`config.mk`:
```
export PLATFORM = sky130hd
export DESIGN_NAME = packed_difficulty_retarget
export DESIGN_NICKNAME = d
export VERILOG_FILES = /design/src/hw/rtl/pdr_pkg.sv /design/src/hw/rtl/packed_difficulty_retarget.sv /design/src/hw/rtl/pdr_datapath.sv
export SDC_FILE = /design/constraint.sdc
export NUM_CORES = 2
export LEC_CHECK = 0
export ABC_AREA = 1
export BUFFER_PORTS_ARGS = -buffer_cell sky130_fd_sc_hd__buf_2
export CORE_ASPECT_RATIO = 0.8
export CORE_MARGIN = 10
export CORE_UTILIZATION = 59
export CTS_CLUSTER_DIAMETER = 80
export DETAILED_ROUTE_END_ITERATION = 7
export MAX_ROUTING_LAYER = met4
export PLACE_DENSITY = 0.79
export SLEW_MARGIN = 20
export SYNTH_ARGS = -nofsm -noshare
export SYNTH_HDL_FRONTEND = slang
export SYNTH_SLANG_ARGS = --single-unit
```
`constraint.sdc`:
```
create_clock -name clk -period 6.4 [get_ports clk]
set_input_delay 0.64 -clock clk [delete_from_list [all_inputs] [get_ports clk]]
set_output_delay 0.64 -clock clk [all_outputs]
set_load 0.01 [all_outputs]
```
`src/hw/rtl/pdr_pkg.sv`:
```
// ----------------------------------------------------------------------------
// pdr_pkg: shared types, constants and microcode for the difficulty retarget
// Holds the default widths, register indexes, datapath op codes, jump
// conditions and the control store read by the sequencer.
// ----------------------------------------------------------------------------
`default_nettype none

package pdr_pkg;

  // Defaults for the top-level parameters
  localparam int PDR_MANTISSA_BITS = 24;
  localparam int PDR_MAX_ORDER     = 231;

  // Fixed field widths
  localparam int WORD_W    = 32;
  localparam int TIME_W    = 64;
  localparam int IN_W      = WORD_W + 2 * TIME_W;
  localparam int MOC_W     = 8;
  localparam int CFG_IDX_W = 2;

  // Configuration register indexes
  localparam logic [CFG_IDX_W-1:0] REG_DESIRED_BLOCK_SECONDS = 2'd0;
  localparam logic [CFG_IDX_W-1:0] REG_REVIEW_CYCLE_BLOCKS   = 2'd1;
  localparam logic [CFG_IDX_W-1:0] REG_MAX_ORDER_CHANGE      = 2'd2;

  // Datapath operations, one per control word
  typedef enum logic [3:0] {
    OP_LOAD,
    OP_TARGET,
    OP_INIT,
    OP_STEP,
    OP_MUL,
    OP_DIV_INIT,
    OP_DIV_STEP,
    OP_NORM,
    OP_PACK,
    OP_EMIT
  } pdr_op_t;

  // Jump conditions
  typedef enum logic [2:0] {
    C_NEVER,
    C_ALWAYS,
    C_NO_INPUT,
    C_BOTH_ZERO,
    C_LOOP_MORE,
    C_SKIP_DIV,
    C_DIV_MORE,
    C_OUT_BUSY
  } pdr_cond_t;

  // Step counter and program addresses
  localparam int UPC_W = 4;
  typedef logic [UPC_W-1:0] upc_t;

  localparam upc_t UA_WAIT     = 4'd0;
  localparam upc_t UA_TARGET   = 4'd1;
  localparam upc_t UA_INIT     = 4'd2;
  localparam upc_t UA_LOOP     = 4'd3;
  localparam upc_t UA_MUL      = 4'd4;
  localparam upc_t UA_DIV_INIT = 4'd5;
  localparam upc_t UA_DIV_STEP = 4'd6;
  localparam upc_t UA_NORM     = 4'd7;
  localparam upc_t UA_PACK     = 4'd8;
  localparam upc_t UA_EMIT     = 4'd9;
  localparam upc_t UA_LAST     = UA_EMIT;

  typedef struct packed {
    pdr_op_t   op;
    pdr_cond_t cond;
    upc_t      jump;
  } uword_t;

  // Datapath flags seen by the sequencer
  typedef struct packed {
    logic both_zero;
    logic loop_more;
    logic skip_div;
    logic div_more;
  } pdr_status_t;

  // Control store: jump to .jump when .cond holds, else fall through
  function automatic uword_t pdr_ucode(upc_t pc);
    uword_t w;
    case (pc)
      UA_WAIT:     w = '{op: OP_LOAD,     cond: C_NO_INPUT,  jump: UA_WAIT};
      UA_TARGET:   w = '{op: OP_TARGET,   cond: C_NEVER,     jump: UA_WAIT};
      UA_INIT:     w = '{op: OP_INIT,     cond: C_BOTH_ZERO, jump: UA_EMIT};
      UA_LOOP:     w = '{op: OP_STEP,     cond: C_LOOP_MORE, jump: UA_LOOP};
      UA_MUL:      w = '{op: OP_MUL,      cond: C_SKIP_DIV,  jump: UA_PACK};
      UA_DIV_INIT: w = '{op: OP_DIV_INIT, cond: C_NEVER,     jump: UA_WAIT};
      UA_DIV_STEP: w = '{op: OP_DIV_STEP, cond: C_DIV_MORE,  jump: UA_DIV_STEP};
      UA_NORM:     w = '{op: OP_NORM,     cond: C_NEVER,     jump: UA_WAIT};
      UA_PACK:     w = '{op: OP_PACK,     cond: C_NEVER,     jump: UA_WAIT};
      UA_EMIT:     w = '{op: OP_EMIT,     cond: C_OUT_BUSY,  jump: UA_EMIT};
      default:     w = '{op: OP_LOAD,     cond: C_ALWAYS,    jump: UA_WAIT};
    endcase
    return w;
  endfunction

endpackage

`default_nettype wire

```
`src/hw/rtl/packed_difficulty_retarget.sv`:
```
// ----------------------------------------------------------------------------
// packed_difficulty_retarget: microcoded difficulty retarget unit
// Takes a packed difficulty word and a review cycle's timestamps and
// returns the adjusted packed word.
// ----------------------------------------------------------------------------
// One word is processed at a time. The order loop runs one step a cycle and
// takes at most max_order_change order steps; the mantissa scaling then uses
// a restoring divider that yields one quotient bit a cycle. When the order
// budget runs out, the order leaves its range or the scaled elapsed time is
// zero the divider is skipped, and when both elapsed time and target are zero
// the word is returned unchanged without the order loop. A finished result
// waits in the output register while the next word is accepted.
// Configuration writes take effect at once and are meant for idle periods.
`default_nettype none

module packed_difficulty_retarget import pdr_pkg::*; #(
  parameter int MANTISSA_BITS = PDR_MANTISSA_BITS,
  parameter int MAX_ORDER     = PDR_MAX_ORDER
) (
  input  wire logic                  clk,
  input  wire logic                  rst,
  // input stream
  input  wire logic                  s_axis_tvalid,
  output logic                       s_axis_tready,
  // current_difficulty[31:0], cycle_begin_s[95:32], cycle_end_s[159:96]
  input  wire logic [IN_W-1:0]       s_axis_tdata,
  // output stream
  output logic                       m_axis_tvalid,
  input  wire logic                  m_axis_tready,
  // new_difficulty[31:0]
  output logic [WORD_W-1:0]          m_axis_tdata,
  // configuration writes
  input  wire logic                  cfg_we,
  input  wire logic [CFG_IDX_W-1:0]  cfg_index,
  input  wire logic [WORD_W-1:0]     cfg_data
);

  // Configuration registers
  logic [WORD_W-1:0] desired_block_seconds;
  logic [WORD_W-1:0] review_cycle_blocks;
  logic [MOC_W-1:0]  max_order_change;

  always_ff @(posedge clk) begin
    if (rst) begin
      desired_block_seconds <= WORD_W'(60);
      review_cycle_blocks   <= WORD_W'(1440);
      max_order_change      <= MOC_W'(3);
    end else if (cfg_we) begin
      case (cfg_index)
        REG_DESIRED_BLOCK_SECONDS: desired_block_seconds <= cfg_data;
        REG_REVIEW_CYCLE_BLOCKS:   review_cycle_blocks   <= cfg_data;
        REG_MAX_ORDER_CHANGE:      max_order_change      <= cfg_data[MOC_W-1:0];
        default: begin
        end
      endcase
    end
  end

  // Sequencer
  upc_t        upc, upc_next;
  uword_t      uw;
  pdr_status_t status;
  logic [WORD_W-1:0] result;
  logic        out_busy;
  logic        take;

  assign uw       = pdr_ucode(upc);
  assign out_busy = m_axis_tvalid && !m_axis_tready;

  always_comb begin
    case (uw.cond)
      C_NEVER:     take = 1'b0;
      C_ALWAYS:    take = 1'b1;
      C_NO_INPUT:  take = !s_axis_tvalid;
      C_BOTH_ZERO: take = status.both_zero;
      C_LOOP_MORE: take = status.loop_more;
      C_SKIP_DIV:  take = status.skip_div;
      C_DIV_MORE:  take = status.div_more;
      C_OUT_BUSY:  take = out_busy;
      default:     take = 1'b1;
    endcase
  end

  always_comb begin
    if (take) begin
      upc_next = uw.jump;
    end else if (upc == UA_LAST) begin
      upc_next = UA_WAIT;
    end else begin
      upc_next = upc + 1'b1;
    end
  end

  always_ff @(posedge clk) begin
    if (rst) begin
      upc <= UA_WAIT;
    end else begin
      upc <= upc_next;
    end
  end

  // No word is taken while reset is held
  assign s_axis_tready = !rst && (uw.op == OP_LOAD);

  // Output register
  always_ff @(posedge clk) begin
    if (rst) begin
      m_axis_tvalid <= 1'b0;
    end else if (uw.op == OP_EMIT && !out_busy) begin
      m_axis_tvalid <= 1'b1;
      m_axis_tdata  <= result;
    end else if (m_axis_tready) begin
      m_axis_tvalid <= 1'b0;
    end
  end

  pdr_datapath #(
    .MANTISSA_BITS (MANTISSA_BITS),
    .MAX_ORDER     (MAX_ORDER)
  ) u_dp (
    .clk                   (clk),
    .rst                   (rst),
    .op                    (uw.op),
    .in_data               (s_axis_tdata),
    .desired_block_seconds (desired_block_seconds),
    .review_cycle_blocks   (review_cycle_blocks),
    .max_order_change      (max_order_change),
    .status                (status),
    .result                (result)
  );

  // Step counter stays inside the program
  a_upc_range: assert property (@(posedge clk) disable iff (rst)
    upc <= UA_LAST)
    else $error("step counter outside program");

  // An accepted word starts the program
  a_accept_start: assert property (@(posedge clk) disable iff (rst)
    (s_axis_tvalid && s_axis_tready) |=> (upc == UA_TARGET))
    else $error("accept did not start program");

  // A free output slot takes the result and the sequencer returns to wait
  a_emit: assert property (@(posedge clk) disable iff (rst)
    (upc == UA_EMIT && !out_busy) |=> (m_axis_tvalid && upc == UA_WAIT))
    else $error("result not delivered");

endmodule

`default_nettype wire

```
`src/hw/rtl/pdr_datapath.sv`:
```
// ----------------------------------------------------------------------------
// pdr_datapath: registers and arithmetic for the difficulty retarget
// Decodes the packed word, steps the order, scales the mantissa with a
// restoring divider (one quotient bit a cycle) and repacks the result.
// ----------------------------------------------------------------------------
`default_nettype none

module pdr_datapath import pdr_pkg::*; #(
  parameter int MANTISSA_BITS = PDR_MANTISSA_BITS,
  parameter int MAX_ORDER     = PDR_MAX_ORDER
) (
  input  wire logic               clk,
  input  wire logic               rst,
  input  wire pdr_op_t            op,
  input  wire logic [IN_W-1:0]    in_data,
  input  wire logic [WORD_W-1:0]  desired_block_seconds,
  input  wire logic [WORD_W-1:0]  review_cycle_blocks,
  input  wire logic [MOC_W-1:0]   max_order_change,
  output pdr_status_t             status,
  output logic [WORD_W-1:0]       result
);

  localparam int ORD_W = WORD_W + 2 - MANTISSA_BITS;  // signed order with headroom
  localparam int OF_W  = WORD_W - MANTISSA_BITS;      // order field in the word
  localparam int MAN_W = MANTISSA_BITS + 1;           // mantissa with lead bit
  localparam int QW    = MANTISSA_BITS + 2;           // quotient bits
  localparam int PW    = WORD_W + MAN_W;              // product width
  localparam int CNT_W = $clog2(QW + 1);

  localparam logic signed [ORD_W-1:0] ORD_ONE = ORD_W'(1);
  localparam logic signed [ORD_W-1:0] MAX_ORD = ORD_W'(MAX_ORDER);
  localparam logic [63:0] INF_WIDE = (64'(MAX_ORDER) + 64'd1) << MANTISSA_BITS;
  localparam logic [WORD_W-1:0] INF_CODE = INF_WIDE[WORD_W-1:0];

  // Working registers
  logic [WORD_W-1:0]       word_r;
  logic [WORD_W-1:0]       elapsed;
  logic [WORD_W-1:0]       target;
  logic signed [ORD_W-1:0] ord;
  logic [MAN_W-1:0]        man;
  logic [WORD_W-1:0]       span;
  logic [MOC_W-1:0]        step_cnt;
  logic                    rise;
  logic                    keep;
  logic [PW-1:0]           prod;
  logic [WORD_W-1:0]       rem;
  logic [QW-1:0]           quo;
  logic [CNT_W-1:0]        div_cnt;

  // Elapsed time from the input word: clamp at zero, saturate to 32 bits
  logic [TIME_W-1:0] t0, t1, tdiff;
  logic [WORD_W-1:0] elapsed_in;

  assign t0    = in_data[WORD_W +: TIME_W];
  assign t1    = in_data[WORD_W + TIME_W +: TIME_W];
  assign tdiff = t1 - t0;

  always_comb begin
    if (t1 <= t0) begin
      elapsed_in = '0;
    end else if (tdiff[TIME_W-1:WORD_W] != '0) begin
      elapsed_in = '1;
    end else begin
      elapsed_in = tdiff[WORD_W-1:0];
    end
  end

  // Target time, wrapped to 32 bits
  logic [WORD_W-1:0] target_mul;
  assign target_mul = desired_block_seconds * review_cycle_blocks;

  // One order step
  logic signed [ORD_W-1:0] ord_up, ord_dn, ord_loop;
  logic [WORD_W:0]         span_dbl;
  logic [WORD_W-1:0]       span_loop;
  logic                    over, under, budget_out, keep_set, loop_more;

  assign ord_up     = ord + ORD_ONE;
  assign ord_dn     = ord - ORD_ONE;
  assign span_dbl   = {span, 1'b0};
  assign over       = span_dbl > {1'b0, target};
  assign under      = (span >> 1) < target;
  assign budget_out = (step_cnt == max_order_change);

  always_comb begin
    loop_more = 1'b0;
    keep_set  = 1'b0;
    ord_loop  = ord;
    span_loop = span;
    if (budget_out) begin
      keep_set = 1'b1;
    end else if (rise) begin
      if (!over) begin
        ord_loop = ord_up;
        if (ord_up > MAX_ORD) begin
          keep_set = 1'b1;
        end else begin
          span_loop = span_dbl[WORD_W-1:0];
          loop_more = 1'b1;
        end
      end
    end else begin
      if (!under) begin
        if (ord == '0) begin
          ord_loop = '1;
          keep_set = 1'b1;
        end else begin
          ord_loop  = ord_dn;
          span_loop = span >> 1;
          loop_more = 1'b1;
        end
      end
    end
  end

  // Scaled mantissa product
  logic [PW-1:0] prod_mul;
  assign prod_mul = target * man;

  // Restoring divide step
  logic [WORD_W:0]   trial, trial_sub;
  logic              q_bit;
  logic [WORD_W-1:0] rem_next;

  assign trial     = {rem, quo[QW-1]};
  assign trial_sub = trial - {1'b0, span};
  assign q_bit     = trial >= {1'b0, span};
  assign rem_next  = q_bit ? trial_sub[WORD_W-1:0] : trial[WORD_W-1:0];

  // Register updates per control word
  always_ff @(posedge clk) begin
    case (op)
      OP_LOAD: begin
        word_r  <= in_data[WORD_W-1:0];
        elapsed <= elapsed_in;
      end
      OP_TARGET: begin
        target <= target_mul;
      end
      OP_INIT: begin
        ord      <= $signed(ORD_W'(word_r[WORD_W-1:MANTISSA_BITS]));
        man      <= {1'b1, word_r[MANTISSA_BITS-1:0]};
        span     <= elapsed;
        rise     <= elapsed < target;
        step_cnt <= '0;
        keep     <= 1'b0;
        result   <= word_r;
      end
      OP_STEP: begin
        ord  <= ord_loop;
        span <= span_loop;
        if (keep_set) begin
          keep <= 1'b1;
        end
        if (loop_more) begin
          step_cnt <= step_cnt + 1'b1;
        end
      end
      OP_MUL: begin
        prod <= prod_mul;
      end
      OP_DIV_INIT: begin
        rem     <= WORD_W'(prod[PW-1:QW]);
        quo     <= prod[QW-1:0];
        div_cnt <= CNT_W'(QW);
      end
      OP_DIV_STEP: begin
        rem     <= rem_next;
        quo     <= {quo[QW-2:0], q_bit};
        div_cnt <= div_cnt - 1'b1;
      end
      OP_NORM: begin
        if (rise && quo[QW-1]) begin
          ord <= ord_up;
          man <= quo[QW-1:1];
        end else if (!rise && quo[QW-1:QW-2] == 2'b00) begin
          ord <= ord_dn;
          man <= {quo[MANTISSA_BITS-1:0], 1'b0};
        end else begin
          man <= quo[MAN_W-1:0];
        end
      end
      OP_PACK: begin
        if (ord[ORD_W-1]) begin
          result <= '0;
        end else if (ord > MAX_ORD) begin
          result <= INF_CODE;
        end else begin
          result <= {ord[OF_W-1:0], man[MANTISSA_BITS-1:0]};
        end
      end
      default: begin
      end
    endcase
  end

  // Flags for the sequencer
  assign status.both_zero = (elapsed == '0) && (target == '0);
  assign status.loop_more = loop_more;
  assign status.skip_div  = keep || (span == '0);
  assign status.div_more  = (div_cnt != CNT_W'(1));

  // Partial remainder stays below the divisor
  a_rem_bound: assert property (@(posedge clk) disable iff (rst)
    (op == OP_DIV_STEP) |-> (rem < span))
    else $error("divider remainder not below divisor");

  // Raising quotient is at least one in mantissa scale
  a_rise_quo: assert property (@(posedge clk) disable iff (rst)
    (op == OP_NORM && rise) |-> (quo[QW-1:QW-2] != 2'b00))
    else $error("rising quotient below one");

  // Lowering quotient stays below two in mantissa scale
  a_fall_quo: assert property (@(posedge clk) disable iff (rst)
    (op == OP_NORM && !rise) |-> !quo[QW-1])
    else $error("lowering quotient too large");

endmodule

`default_nettype wire
```
* Word level (Yosys, flattened, before mapping)
Memory sizes are Yosys's and may differ from the RTL's. A register that Yosys moved wholly into a read port is not among the register bits. Cells that the tools add are included.
Word-level totals: input port bits 199, memories kept 1, bits in registers 434, output and inout bits 34, ROM bits 176, word-level logic and storage cells 150
Operators by class: multipliers 2, magnitude comparators 7, eq/ne operators 29, mux-type cells 48, add/sub/neg operators 7, bitwise logic cells 1, reductions and logical operators 35
Memories:
- (no name shown) | words 16, bits a word 11, rd ports 1, clocked after memory_dff 1, write ports 0, RTL line pdr_pkg.sv:85 | case (pc)
Operators by type and width (number):
- 32-bit two-way mux | 10
- 32-bit case mux with 2 select lines | 3
- 32-bit logical NOT | 3
- 10-bit two-way mux | 7
- 64-bit <= comparator | 1
- 64-bit subtractor | 1
- 32-bit by 25-bit multiplier with 57-bit output | 1
- 26-bit case mux with 2 select lines | 1
- 25-bit two-way mux | 2
- 25-bit case mux with 2 select lines | 1
- 33-bit by 32-bit greater-or-equal comparator with 1-bit output | 1
- 33-bit by 32-bit > comparator with 1-bit output | 1
- 31-bit by 32-bit less-than comparator with 1-bit output | 1
- 32-bit less-than comparator | 1
- 32-bit by 32-bit multiplier with 32-bit output | 1
- 32-bit nonzero test | 1
- 32-bit subtractor | 1
- 10-bit case mux with 3 select lines | 1
- 10-bit by 9-bit > comparator with 1-bit output, second input constant | 2
- 4-bit by 3-bit equality test with 1-bit output, second input constant | 4
- 8-bit case mux with 2 select lines | 1
- 1-bit two-way mux | 15
- 3-bit equality test, second input constant | 4
- 4-bit equality test, second input constant | 3
- other kinds (36) | 62

* Depth between registers and ports, before layout
depth after elaboration 9, depth in mapped cells 35, depth with buffers taken out 33

* Cells and area by module
Synthesis repeated with hierarchy kept, for this count alone.
Unflattened totals: cells, all modules 9469, area total of the unflattened synthesis 71820.1 um^2
Modules (own cells, without submodules):
- pdr_datapath | cells an instance 9012, area an instance 67598.6 um^2, seq. area each 9759.4 um^2, instances 1
- packed_difficulty_retarget | cells an instance 457, area an instance 4221.5 um^2, seq. area each 2722.6 um^2, instances 1

* Least setup slack after synthesis
Ideal clock, no wire load.
path type reg2reg, from register u_dp.target[10], to register u_dp.prod[46], data pin, cell stages (with the launch flop) 27, period minus slack after synthesis 6.580 ns, path slack -0.180 ns, arrival time 6.322 ns, library setup time 0.258 ns, path buffers 2, data required time 6.142 ns, path through edfxtp_1 clkbuf_1 clkbuf_1 nand2_1 fa_1 fa_1 inv_1 fa_1 inv_1 fa_1 inv_1 fa_1 fa_1 inv_1 fa_1 inv_1 ha_1 nand2_1 nor2_1 nand2_1 nor4_1 a21oi_1 o31ai_1 nand2_1 nand2_1 a21oi_1 xnor2_1
On the way: word-level cells in the longest chain between the ends 1
RTL lines:
- from (decl) | RTL line pdr_datapath.sv:38 | logic [WORD_W-1:0] target;
- from (signal assigned) | RTL line pdr_datapath.sv:138 | target <= target_mul;
- 32-bit by 25-bit multiplier with 57-bit output | RTL line pdr_datapath.sv:118 | assign prod_mul = target * man;
- via u_dp.prod_mul[46] | RTL line pdr_datapath.sv:117 | logic [PW-1:0] prod_mul;
- to (signal assigned) | RTL line pdr_datapath.sv:160 | prod <= prod_mul;
- to (decl) | RTL line pdr_datapath.sv:45 | logic [PW-1:0] prod;
The timed path passes the listed nets, and every way through them passes these cells. A chain may end at the register's enable or synchronous reset.

* Worst setup path in the final report
from register u_dp.man[5], to register u_dp.prod[46], data pin
On the way: word-level cells in the longest chain between the ends 1
RTL lines:
- from (decl) | RTL line pdr_datapath.sv:40 | logic [MAN_W-1:0] man;
- from (signal assigned) | RTL line pdr_datapath.sv:142 | man <= {1'b1, word_r[MANTISSA_BITS-1:0]};
- from (signal assigned) | RTL line pdr_datapath.sv:175 | man <= quo[QW-1:1];
- from (signal assigned) | RTL line pdr_datapath.sv:178 | man <= {quo[MANTISSA_BITS-1:0], 1'b0};
- 32-bit by 25-bit multiplier with 57-bit output | RTL line pdr_datapath.sv:118
- via u_dp.prod_mul[46] | RTL line pdr_datapath.sv:117
The timed path passes the listed nets, and every way through them passes these cells.

==> impl_metrics.csv <==
group,metric,value,unit
critical_path,worstPathMaxFanout,6,
synth,synth_common_cells,"inv_1, nand2_1, fa_1",
floorplan,initial_core_util,59.6,%
critical_path,r2r_cells,28,
synth,yosysWarningCount,0,
global_routing,grt_max_degree,73,
floorplan,core.rowCount,112,
clock_tree,cts_tree,"yes",
clock_tree,worstSkewPairLatency,0.71,ns
synth,synthFlopType,"edfxtp_1",
status,status,"finished with violations",
drt,route.vias.total,62800,
timing,layout_setup_ws,-0.405,ns
timing,clock.fmax,147,MHz
critical_path,cp_slowest_stage_delay,0.65,ns
critical_path,worstSetupPathType,"reg2reg",
timing,fin_skew,0.0700,ns
place,dpl_cell_area,76900,µm²
floorplan,core_area,117000,µm²
global_routing,antenna_found_initial,17,
critical_path,cp_slowest_cell,"fa_1",
cells_and_area,nets,11200,
synth,synth_top_cell_area_share,31.5,%
drt,wire_per_inst,22.0,µm
min_path,hp-class,"in2reg",
timing,period_needed,6.80,ns
clock_tree,clockRootBuffer,"clkbuf_16",
floorplan,dieArea,132000,µm²
drt,drt_pass1_iterations,8,
synth,syn_area,69700,µm²
synth,synth_nets,10600,
job,cap_viol_max_count,0,
clock_tree,clk_pin_slew,0.06,ns
global_routing,grt-ovfl-total,0,
global_routing,grt_use_total,36.7,%
timing,drv_slew,0,
timing,rsz0062_at_grt,"true",
place,place_ws,-0.439,ns
cells_and_area,fin_area,83500,µm²
synth,ys_async_sr_fraction,0,%
synth,ys_seq_area_share,17.9,%
critical_path,cp-start-kind,"flip-flop",
critical_path,worstSetupEndpointType,"flip-flop",
place,hpwl,184000,µm
clock_tree,clk_path_buf_depth,3,
clock_tree,h-tree-depth,2,
min_path,worst_hold_path.endpoint,"u_dp.word_r[31]",
timing,worst-slew-pin-transition,1.09,ns
place,place_congestion,1.02,
critical_path,path_depth,28,
cells_and_area,synthToLayoutAreaGrowth,19.8,%
timing,timing.final.crit_share,106,%
drt,drt-initial-drc-count,7018,
timing,timing.hold.ws,0.105,ns
drt,drt-total-wl,243000,µm
synth,ys_seq_elements,445,
critical_path,cpMostUsedCell,"fa_1",
global_routing,grt_pass1_vias,64600,
floorplan,die-height,327,µm
drt,ant_nets,0,
synth,ys_types,62,
status,violations,"design-rule violations, negative setup slack",
place,io_buffers,232,
synth,synthTopCellsByArea,"fa_1, edfxtp_1, inv_1",
clock_tree,cts-buffers-inserted,54,
timing,maxSlewHeadroom,27.1,%
synth,syn_area_per_cell,7.97,µm²
floorplan,die_w,404,µm
synth,yosysMostFrequentCell,"inv_1",
clock_tree,clock-sinks,445,
synth,syn_inst,8746,
floorplan,ios,233,
critical_path,r2r_slack,-0.40,ns
critical_path,critical-path-top-delay-family,"adder cells",
min_path,hp-start,"s_axis_tdata[31]",
drt,drc,2,
critical_path,timing.rr.start,"u_dp.man[5]",
drt,vias_per_cell,5.68,
clock_tree,cts_hold_buf,0,
critical_path,required,6.83,ns
timing,finalHoldViolations,0,
synth,synth_edf_count,357,
synth,synth_top_area_cell,"fa_1",
min_path,hold_depth,1,
timing,finalSetupViolCount,41,
critical_path,critPathBufInv,9,
critical_path,crit_arrival,7.24,ns
cells_and_area,layout-drive-gt1-share,18.6,%
global_routing,grt_pass1_wl,366000,µm
critical_path,worstReg2RegEnd,"u_dp.prod[46]",
routing by layer:
layer / track usage, % / part of all wire [%] / vias to the layer above
li1: - / - / 27500
met1: 45.7 / 37 / 30400
met2: 56.1 / 44 / 3971
met3: 10.3 / 13 / 924
met4: 15.9 / 5.6 / 0
met5: - / 0 / -
area by class of cell:
| cell class | count | area, µm² |
|---|---|---|
| fill | 8535 | 33500 |
| inverter | 2303 | 8650 |
| sequential | 445 | 12600 |
| multi-input combinational | 5616 | 49500 |
| timing repair buffer | 1022 | 8940 |
| antenna | 23 | 57.6 |
| clock inverter | 36 | 513 |
| clock buffer | 66 | 1450 |
| tap | 1539 | 1930 |
timing repair:
action / 4_1_cts / 5_1_grt
setup buffers: 122 / 66
gates resized for setup: 441 / 366
endpoints found under the hold margin: 0 / 0
endpoints found under the setup margin: 45 / 51
gates cloned: 15 / 2
pin swaps: 220 / 273
worst reg2reg max path: cells and delay by family, from the launching register on:
family	cells	cell delay (ns)
buffers and inverters	9	0.88
XOR/XNOR	1	0.14
adder cells (fa/ha/maj)	8	3.97
AO/OA/AOI/OAI	3	0.40
flip-flops	1	0.39
AND/OR/NAND/NOR	7	0.74
cell usage in the layout (no fill, tap or decap), drive strengths merged, types with 129 or more instances in the layout:
master / synthesis / layout
nand2: 2163 / 2163
nand3: 133 / 133
buf: 32 / 1020
edfxtp: 357 / 357
ha: 508 / 508
xor2: 129 / 129
o21ai: 297 / 297
nor2: 482 / 482
inv: 2302 / 2306
a21oi: 333 / 333
fa: 1097 / 1097
state kept, by name, indices dropped and copies added, names as in the netlist, 5 cells and up:
register and cells:
u_dp.man 25, max_order_change 8, u_dp.div_cnt 5, u_dp.ord 10, u_dp.result 32, u_dp.word_r 32, u_dp.rem 32, u_dp.prod 57
uw 11, review_cycle_blocks 32, u_dp.span 32, m_axis_tdata 32, desired_block_seconds 32, u_dp.step_cnt 8, u_dp.quo 26, u_dp.elapsed 32
u_dp.target 32
cell families after synthesis:
logic type	Yosys count	share of synthesized area (%)
AND/OR/NAND/NOR	2927	16.8
buffers and inverters	2685	14.5
adder cells (fa/ha/maj)	1605	40.6
AO/OA/AOI/OAI	857	7.34
flip-flops	445	17.9
XOR/XNOR	227	2.85
stage by stage:
stage | instances | TNS (ns) | util, %
detailed placement | 10700 | -9.71 | 65.7
global route | 11000 | -14.57 | 71.4
global placement | 10700 | -6.37 | 65.7
finish | 11100 | -8.21 | 71.4
CTS | 11000 | -2.74 | 70.1
floorplan | 8746 | -0.00176 | -
worst max path at each step:
| stage | startpoint | end | slack, ns |
|---|---|---|---|
| after detailed placement | desired_block_seconds[16] | u_dp.target[31] | -0.44 |
| after CTS | u_dp.target[6] | u_dp.prod[43] | -0.18 |
| final | u_dp.man[5] | u_dp.prod[46] | -0.40 |
| after global routing | u_dp.man[5] | u_dp.prod[54] | -0.57 |
| after floorplan | u_dp.man[11] | u_dp.prod[46] | -0.002 |
| after global placement | desired_block_seconds[6] | u_dp.target[31] | -0.34 |
Power is left out: the tool's default activity adds up to more than one toggle a clock period on the data nets, which glitch-free logic cannot reach.
